**config.mk**
```make
export PLATFORM = sky130hd
export DESIGN_NAME = sqh_cell
export DESIGN_NICKNAME = d
export VERILOG_FILES = /design/src/rtl/sqh_pkg.sv /design/src/rtl/sqh_cell.sv
export SDC_FILE = /design/constraint.sdc
export NUM_CORES = 1
export LEC_CHECK = 0
export BUFFER_PORTS_ARGS = -buffer_cell sky130_fd_sc_hd__buf_2
export CAP_MARGIN = 20
export CORE_ASPECT_RATIO = 1.75
export CORE_MARGIN = 5
export CORE_UTILIZATION = 52
export DETAILED_ROUTE_END_ITERATION = 6
export PLACE_DENSITY_LB_ADDON = 0.25
export SLEW_MARGIN = 30
export SYNTH_ARGS = -nofsm -noshare
export SYNTH_HDL_FRONTEND = slang
export SYNTH_SLANG_ARGS = --single-unit
```
**constraint.sdc**
```tcl
create_clock -name i_clk -period 6.33 [get_ports i_clk]
set_input_delay 0.633 -clock i_clk [delete_from_list [all_inputs] [get_ports i_clk]]
set_output_delay 0.633 -clock i_clk [all_outputs]
set_load 0.01 [all_outputs]
```
**src/rtl/sqh_pkg.sv**
```systemverilog
`timescale 1ns / 1ps
// ----------------------------------------------------------------------------
// Trace classifier package
// Shared codes and types for the trace classifier and its heap level cells.
// ----------------------------------------------------------------------------
package sqh_pkg;

    localparam logic [1:0] FUNC_INSERT  = 2'd0;
    localparam logic [1:0] FUNC_REMOVE  = 2'd1;
    localparam logic [1:0] FUNC_RESTART = 2'd2;

    localparam logic [2:0] VERDICT_STACK      = 3'd0;
    localparam logic [2:0] VERDICT_QUEUE      = 3'd1;
    localparam logic [2:0] VERDICT_HEAP       = 3'd2;
    localparam logic [2:0] VERDICT_IMPOSSIBLE = 3'd3;
    localparam logic [2:0] VERDICT_UNSURE     = 3'd4;

    localparam int FIT_STACK = 0;
    localparam int FIT_QUEUE = 1;
    localparam int FIT_HEAP  = 2;

    typedef enum logic [1:0] {
        HOP_INS   = 2'd0,
        HOP_FETCH = 2'd1,
        HOP_DEL   = 2'd2
    } t_hop;

    typedef struct packed {
        logic valid;
        t_hop op;
        logic live;
    } t_hctl;

endpackage

```
**src/rtl/sqh_cell.sv**
```systemverilog
`timescale 1ns / 1ps
// ----------------------------------------------------------------------------
// Heap level cell
// Holds one level of the max heap in a local memory. A heap request enters,
// reads this level (and the child pair for the level above), updates this
// level and leaves for the next cell through its A and B registers.
// ----------------------------------------------------------------------------
module sqh_cell import sqh_pkg::*; #(
    parameter int LEVEL  = 0,
    parameter int LEVELS = 11,
    parameter int SIZE   = 1,
    parameter int VB     = 16
) (
    input  logic                   i_clk,
    input  logic                   i_rst_n,
    input  t_hctl                  i_ctl,
    input  logic signed [VB-1:0]   i_val,
    input  logic signed [VB-1:0]   i_aux,
    input  logic [LEVELS-2:0]      i_pos,
    input  logic [LEVELS-1:0]      i_n,
    input  logic [LEVELS-1:0]      i_path,
    input  logic [LEVELS-2:0]      i_par_pos,
    input  logic signed [VB-1:0]   i_kid0,
    input  logic signed [VB-1:0]   i_kid1,
    output t_hctl                  o_ctl,
    output logic signed [VB-1:0]   o_val,
    output logic signed [VB-1:0]   o_aux,
    output logic [LEVELS-2:0]      o_pos,
    output logic [LEVELS-1:0]      o_n,
    output logic [LEVELS-1:0]      o_path,
    output logic [LEVELS-2:0]      o_kid_pos,
    output logic signed [VB-1:0]   o_pair0,
    output logic signed [VB-1:0]   o_pair1
);

    localparam int PW    = LEVELS - 1;
    localparam int CW    = LEVELS;
    localparam int AW    = (SIZE > 2) ? $clog2(SIZE) : 1;
    localparam int MEM_N = (SIZE > 2) ? SIZE : 2;
    localparam int PBIT  = (LEVEL < LEVELS - 1) ? LEVELS - 2 - LEVEL : 0;
    localparam logic [CW:0] KID_BASE = (CW + 1)'(1) << (LEVEL + 1);

    logic signed [VB-1:0] r_mem [MEM_N];
    logic signed [VB-1:0] r_rd0;
    logic signed [VB-1:0] r_rd1;

    t_hctl                r_actl;
    logic signed [VB-1:0] r_aval;
    logic signed [VB-1:0] r_aaux;
    logic [PW-1:0]        r_apos;
    logic [CW-1:0]        r_an;
    logic [CW-1:0]        r_apath;

    t_hctl                r_bctl;
    logic signed [VB-1:0] r_bval;
    logic signed [VB-1:0] r_baux;
    logic [PW-1:0]        r_bpos;
    logic [CW-1:0]        r_bn;
    logic [CW-1:0]        r_bpath;

    t_hctl                n_bctl;
    logic signed [VB-1:0] n_bval;
    logic signed [VB-1:0] n_baux;
    logic [PW-1:0]        n_bpos;

    logic [AW-1:0]        w_own_addr;
    logic [AW-1:0]        w_addr0;
    logic [AW-1:0]        w_addr1;
    logic                 w_we;
    logic signed [VB-1:0] w_wdata;
    logic [CW-1:0]        w_tier;
    logic                 w_at_tgt;
    logic                 w_deeper;
    logic [CW:0]          w_kid_idx;
    logic                 w_e0;
    logic                 w_e1;
    logic                 w_pick;
    logic signed [VB-1:0] w_kid_val;

    always_comb begin
        if (i_ctl.op == HOP_FETCH) begin
            w_own_addr = (LEVEL == 0) ? '0 : i_n[AW-1:0];
        end else begin
            w_own_addr = i_pos[AW-1:0];
        end
        w_addr0 = i_ctl.valid ? w_own_addr : i_par_pos[AW-1:0];
        w_addr1 = i_par_pos[AW-1:0] | AW'(1);
    end

    assign o_kid_pos = i_pos << 1;

    always_ff @(posedge i_clk) begin
        r_rd0 <= r_mem[w_addr0];
        r_rd1 <= r_mem[w_addr1];
        if (w_we) begin
            r_mem[r_apos[AW-1:0]] <= w_wdata;
        end
    end

    always_comb begin
        w_tier    = r_an >> LEVEL;
        w_at_tgt  = (w_tier == CW'(1));
        w_deeper  = (w_tier > CW'(1));
        w_kid_idx = KID_BASE + ((CW + 1)'(r_apos) << 1);
        w_e0      = (w_kid_idx <= (CW + 1)'(r_an));
        w_e1      = ((w_kid_idx + (CW + 1)'(1)) <= (CW + 1)'(r_an));
        w_pick    = w_e1 && (i_kid1 > i_kid0);
        w_kid_val = w_pick ? i_kid1 : i_kid0;

        n_bctl  = r_actl;
        n_bval  = r_aval;
        n_baux  = r_aaux;
        n_bpos  = r_apos;
        w_we    = 1'b0;
        w_wdata = r_aval;

        case (r_actl.op)
            HOP_INS: begin
                if (w_deeper) begin
                    n_bpos = (r_apos << 1) | PW'(r_apath[PBIT]);
                    if (r_rd0 < r_aval) begin
                        w_we   = r_actl.valid;
                        n_bval = r_rd0;
                    end
                end else if (w_at_tgt) begin
                    w_we = r_actl.valid;
                end
            end
            HOP_FETCH: begin
                if (LEVEL == 0) begin
                    n_bval = r_rd0;
                end
                if (w_at_tgt) begin
                    n_baux = r_rd0;
                end
            end
            HOP_DEL: begin
                if (r_actl.live) begin
                    w_we = r_actl.valid;
                    if (w_e0 && (w_kid_val > r_aval)) begin
                        w_wdata = w_kid_val;
                        n_bpos  = (r_apos << 1) | PW'(w_pick);
                    end else begin
                        n_bctl.live = 1'b0;
                    end
                end
            end
            default: begin
                w_we = 1'b0;
            end
        endcase
    end

    always_ff @(posedge i_clk) begin
        if (!i_rst_n) begin
            r_actl <= '0;
            r_bctl <= '0;
        end else begin
            r_actl <= i_ctl;
            r_bctl <= n_bctl;
        end
        r_aval  <= i_val;
        r_aaux  <= i_aux;
        r_apos  <= i_pos;
        r_an    <= i_n;
        r_apath <= i_path;
        r_bval  <= n_bval;
        r_baux  <= n_baux;
        r_bpos  <= n_bpos;
        r_bn    <= r_an;
        r_bpath <= r_apath;
    end

    assign o_ctl   = r_bctl;
    assign o_val   = r_bval;
    assign o_aux   = r_baux;
    assign o_pos   = r_bpos;
    assign o_n     = r_bn;
    assign o_path  = r_bpath;
    assign o_pair0 = r_rd0;
    assign o_pair1 = r_rd1;

endmodule

```
=== After elaboration in Yosys (flattened, before gate mapping) ===
Memories as Yosys holds them, arrays and structs flattened. A register that Yosys moved wholly into a read port is not among the register bits.
Index checks and enable logic that the tools add are counted.

* Output and inout port bits: 110
* Logic and storage cells: 59
* Bits of input ports: 112
* Bits in writable memories: 32
* Memories: 1
* Bits in registers: 136

{| class="wikitable"
|+ Memory list
! name !! depth !! width !! rd ports !! clocked after memory_dff !! write ports !! line !! RTL
|-
| r_mem || 2 || 16 || 2 || 2 || 1 || sqh_cell.sv:43 || <nowiki>logic signed [VB-1:0] r_mem [MEM_N];</nowiki>
|}

* Reduce and logical (&&, ||, !) cells: 3
* Multiplexer cells: 25
* Bitwise operators: 2
* $lt $le $gt $ge: 6
* Equal/unequal tests: 4
* $add $sub $neg: 2

{| class="wikitable"
|+ Operator list
! cell !! number
|-
| $mux 16 || 8
|-
| $gt 16x16->1 || 2
|-
| $pmux 16 s2 || 1
|-
| $mux 10 || 3
|-
| $le 12x11->1 || 2
|-
| $or 10x1->10 || 2
|-
| $pmux 10 s2 || 1
|-
| $lt 16x16->1 || 1
|-
| $add 12x1->12 const B || 1
|-
| $add 2x11->12 const A || 1
|-
| $eq 11x1->1 const B || 1
|-
| $gt 11x1->1 const B || 1
|-
| $mux 1 || 11
|-
| $eq 2x1->1 const B || 2
|-
| $eq 2x2->1 const B || 1
|-
| $logic_and 1x1->1 || 2
|-
| $logic_not 2->1 || 1
|-
| $pmux 1 s2 || 1
|}

=== Depth between registers and ports, before layout ===
* Depth after elaboration: 10
* Gate-level depth with buffers: 23
* Gate-level depth less buffers: 21

=== Least setup slack after synthesis ===
OpenSTA, ideal clock, no wires.

* Path type: register to register
* From: register r_apos[0]
* To: memory r_mem[0][10] (data pin)
* Slack: 0.963 ns
* Clock period less this slack: 5.367 ns
* Stages on the path, launching flop included: 23
* Path buffers: 2
* Library setup time: 0.262 ns
* Required time: 6.068 ns
* Data arrival time: 5.105 ns
* Cells stage by stage: dfxtp_1 > ha_1 > and3_1 > nand3_1 > nor2_1 > xor2_1 > ha_1 > a21oi_1 > nor2b_1 > a2111oi_2 > a32oi_2 > nor4_2 > buf_2 > a222oi_1 > ha_1 > nand4_1 > nor4_1 > a21bo_2 > nand4b_1 > or4b_4 > nor2_4 > buf_6 > mux2_2

* Cells in the longest elaborated chain, start to end: 10
* Elaborated cells between the ends (all ways): 11
* Those cells by class: add/sub (2); order compare (3); mux (4); reduce/logical (2)

{| class="wikitable"
|+ RTL lines
! item !! line !! RTL
|-
| start, declared || sqh_cell.sv:50 || <nowiki>logic [PW-1:0] r_apos;</nowiki>
|-
| start signal, assigned || sqh_cell.sv:164 || <nowiki>r_apos <= i_pos;</nowiki>
|-
| $add 2x11->12 * || sqh_cell.sv:104 || <nowiki>w_kid_idx = KID_BASE + ((CW + 1)'(r_apos) << 1);</nowiki>
|-
| $add 12x1->12 || sqh_cell.sv:106 || <nowiki>w_e1 = ((w_kid_idx + (CW + 1)'(1)) <= (CW + 1)'(r_an));</nowiki>
|-
| $le 12x11->1 || sqh_cell.sv:106 ||
|-
| $logic_and 1x1->1 || sqh_cell.sv:107 || <nowiki>w_pick = w_e1 && (i_kid1 > i_kid0);</nowiki>
|-
| $mux 16 || sqh_cell.sv:108 || <nowiki>w_kid_val = w_pick ? i_kid1 : i_kid0;</nowiki>
|-
| $gt 16x16->1 || sqh_cell.sv:140 || <nowiki>if (w_e0 && (w_kid_val > r_aval)) begin</nowiki>
|-
| $logic_and 1x1->1 || sqh_cell.sv:140 ||
|-
| $mux 16 * || sqh_cell.sv:140 ||
|-
| $mux 16 * || sqh_cell.sv:138 || <nowiki>if (r_actl.live) begin</nowiki>
|-
| $mux 16 * || sqh_cell.sv:117 || <nowiki>case (r_actl.op)</nowiki>
|-
| via w_wdata[10] || sqh_cell.sv:70 || <nowiki>logic signed [VB-1:0] w_wdata;</nowiki>
|-
| end, declared || sqh_cell.sv:43 ||
|}

The timed path passes the listed nets; every way through them passes the cells marked *.

=== Final worst setup path ===
* From: register r_apos[1]
* To: memory r_mem[0][13] (data pin)

Same word-level chain as after synthesis.

==> impl_metrics.py <==
metrics = {
    "run": {
        "cap_violations": 0,
    },
    "logic_synthesis": {
        "ys_top_cells_by_area": "dfxtp_1, edfxtp_1, ha_1, mux2_2, mux2_1",
        "ys_warn_count": 0,
        "netlist_area_um2": 7890,
        "avgSynthCellArea_um2": 12.3,
        "synth_cells": 643,
        "synth-async-reset-ratio_pct": 0,
        "ys_types": 66,
        "synth-edff-count": 32,
        "synth_top_flop_cell": "dfxtp_1",
        "yosysTopAreaCell": "dfxtp_1",
        "seq_area_frac_synth_pct": 54.8,
        "ys_ff_latch": 200,
        "syn-num-nets": 814,
        "yosysTopAreaCellShare_pct": 42.6,
    },
    "timing": {
        "setup_violations": 0,
        "worst_pin_slew_ns": 0.771,
        "hold_violations": 0,
        "grt_setup_unrepaired": "false",
        "period_share_pct": 94.9,
        "setup_ws_ns": 0.324,
        "maxSlewViolCount": 0,
        "setup_tns_ns": 0,
        "fin_skew_ns": 0.0134,
        "relSlewSlack_pct": 48.2,
        "clock.fmax_ghz": 0.166,
        "min_period_ns": 6.01,
    },
    "die": {
        "die_area_um2": 17800,
        "ios": 222,
        "num_rows": 59,
        "die_w_um": 103,
        "initial_core_util_pct": 52.9,
        "die_y_um": 173,
        "core_area_um2": 14900,
    },
    "layout": {
        "n_fill_cell": 1173,
        "post-route-cell-area_um2": 9810,
        "fin_util_pct": 65.8,
        "syn_to_final_growth_pct": 24.3,
        "drive_gt1_share_pct": 38.4,
        "layout.nets": 1034,
        "diodes": 0,
    },
    "pwr": {
        "ir_drop_uv": 174,
        "leakagePower_nw": 4.54,
        "intPower_mw": 2.10,
        "pwr-share-seq_pct": 47.7,
        "p_comb_share_pct": 14.5,
        "clock_power_share_pct": 37.8,
        "netSwitchingFraction_pct": 28.2,
        "p_per_area_nw_per_um2": 299,
        "report.power.total_mw": 2.93,
        "p_switching_uw": 828,
    },
    "clock_network": {
        "cts_inserted_buffers": 17,
        "htreeDepth": 4,
        "insertion_delay_ns": 0.43,
        "cts_max_path_buffers": 2,
        "clock-root-buffer": "clkbuf_16",
        "cts.clk_slew.worst_paths_ns": 0.08,
        "cts_hold_buf": 0,
        "cts_num_sinks": 200,
        "cts_tree": "built",
    },
    "placement": {
        "port_buffers": 211,
        "place_worst_setup_slack_ns": 0.202,
        "post-dp-hpwl_um": 15000,
        "placed_cell_area_um2": 9170,
        "gp_congestion": 0.866,
    },
    "critical_path": {
        "cp.arrival_ns": 6.18,
        "start_kind": "register",
        "crit_type": "register to register",
        "r2r_cells": 22,
        "path_buf_inv": 2,
        "crit_start": "r_apos[1]",
        "cp_max_fo": 16,
        "path_cells": "ha_1 > and3_1 > nand3_1 > nor2_1 > xor2_1 > ha_1 > a21oi_1 > nor2b_1 > a2111oi_2 > a32oi_2 > a211o_4 > a222oi_1 > buf_4 > ha_1 > nand2_1 > nor4_2 > a21bo_2 > nand4b_1 > or4b_4 > nor2_4 > buf_12 > mux2_2",
        "required_ns": 6.50,
        "slowest_stage": "a222oi_1",
        "ff2ff_setup_slack_ns": 0.32,
        "path_delay_family": "compound AO/OA/AOI/OAI gates",
        "r2r_start": "r_apos[1]",
        "slowest_delay_ns": 0.71,
        "crit_top_cell": "ha_1",
        "r2r_end": "r_mem[0][13]",
        "end_kind": "register",
    },
    "global_routing": {
        "antenna_found_initial": 1,
        "grt_pass1_vias": 6402,
        "grt_max_degree": 23,
        "grt_first_pass_wirelength_um": 31400,
        "overflow": 0,
        "grt_usage_pct": 22.5,
    },
    "drt": {
        "wl_met1_um": 6590,
        "drt_iter0_drc": 344,
        "via_per_inst": 5.53,
        "wl_met3_um": 1460,
        "vias": 5859,
        "dr.pass1.iters": 6,
        "drc": 0,
        "drt-wirelength-per-cell_um": 18.6,
        "wl_um": 19700,
        "dr.max_layer_used": "met5",
        "ant_nets": 0,
        "dr_wl_met2_um": 10800,
    },
    "hold_path": {
        "hp-start": "i_path[6]",
        "hp-class": "primary input to register",
        "whs_endpoint": "r_apath[6]",
        "hold_path_depth": 1,
    },
    "run_status": {
        "outcome": "finished clean",
    },
}
per-layer routing:
metal | GRT usage, % | vias up
li1 | - | 2798
met5 | 0 | -
met1 | 23.2 | 2759
met4 | 10.9 | 2
met2 | 40.8 | 246
met3 | 5.44 | 54
cells by family (layout without fill, tap and decap cells):
| group | after synthesis | in the layout | synth area share, % |
|---|---|---|---|
| adders and majority gates | 59 | 59 | 9.36 |
| buffers and inverters | 92 | 325 | 5.17 |
| AOI/OAI and AO/OA | 112 | 112 | 11.3 |
| and+or+nand+nor | 99 | 99 | 8.15 |
| xor gates and xnor gates | 8 | 8 | 0.888 |
| other | 1 | 1 | 0.0475 |
| DFF | 200 | 200 | 54.8 |
| muxes | 72 | 72 | 10.3 |
what timing repair did:
| item | 4_1_cts | 5_1_grt |
|---|---|---|
| resized for setup | 0 | 3 |
| setup buffers | 0 | 0 |
| endpoints found under the setup margin | 0 | 39 |
cells in the mapped netlist (2+ instances only):
library cell  number
dfxtp_1          168
inv_1             62
ha_1              59
mux2_2            49
edfxtp_1          32
a21oi_1           27
mux2_1            23
nand2_1           17
o41ai_1           16
o31ai_1           15
a222oi_1          14
buf_4             13
nand4_1           10
and2_1             9
clkbuf_1           9
a21o_1             8
nor2_1             7
nor2b_1            7
nand2b_1           6
nand3_1            6
o21ai_0            6
buf_2              5
or4_1              5
and3_1             4
nor3_1             4
nor4_1             4
or3_1              4
xnor2_1            4
xor2_1             4
or2_2              3
a211oi_1           2
a21boi_0           2
a221oi_1           2
a31oi_1            2
nor3b_1            2
nor4_4             2
o21ai_1            2
placed cells by master (no fill, tap or decap), types with 7 or more instances in the layout:
cell,instances
buf_4,18
nor2_1,7
dfxtp_1,168
ha_1,59
and2_1,9
nand2_1,17
a21o_1,8
edfxtp_1,32
nand4_1,10
clkbuf_16,17
o31ai_1,15
o41ai_1,16
nor2b_1,7
mux2_2,49
mux2_1,23
a21oi_1,27
a222oi_1,14
inv_1,62
buf_2,211
power groups by stage:
stage | logic, mW | clock network [mW] | registers [mW]
2_1_floorplan | 0.239 | 0 | 1.44
3_3_place_gp | 0.410 | 0 | 1.43
3_5_place_dp | 0.423 | 0 | 1.43
4_1_cts | 0.427 | 1.14 | 1.40
5_1_grt | 0.474 | 1.19 | 1.41
6_report | 0.427 | 1.11 | 1.40
registers in the layout, summed over array words and instances (netlist names):
register	count
o_val	16
r_mem	32
r_apos	10
o_aux	16
r_apath	11
o_pos	10
r_an	11
o_pair0	16
o_path	11
r_aval	16
o_pair1	16
o_n	11
r_aaux	16
r_actl	1
n_bctl	3
o_ctl	4
through the flow:
| step | instances | hold slack, ns |
|---|---|---|
| floorplan | 643 | 0.310 |
| global placement | 1027 | 0.310 |
| detailed placement | 1027 | 0.312 |
| CTS | 1059 | 0.282 |
| global route | 1059 | 0.278 |
| finish | 1059 | 0.299 |
how the worst max path moves through the flow:
| stage | end | slack [ns] | depth (start not counted) |
|---|---|---|---|
| after floorplan | r_mem[0][10] | 0.96 | 22 |
| after global placement | r_mem[1][8] | 0.30 | 22 |
| after detailed placement | r_mem[1][8] | 0.20 | 22 |
| after CTS | r_mem[0][7] | 0.16 | 22 |
| after global routing | r_mem[0][8] | 0.02 | 22 |
| final | r_mem[0][13] | 0.32 | 22 |
layout make-up:
| class | count | area, um^2 | share of cell area [%] |
|---|---|---|---|
| clock buffers | 17 | 425 | 4.34 |
| multi-input cells | 351 | 3190 | 32.5 |
| well taps | 183 | 229 | 2.34 |
| repair buffers | 230 | 1210 | 12.4 |
| inverters | 63 | 236 | 2.41 |
| flip-flops and latches | 200 | 4320 | 44.1 |
| clock inverters | 15 | 191 | 1.95 |
Note: power is estimated with default switching activity, not from simulation.
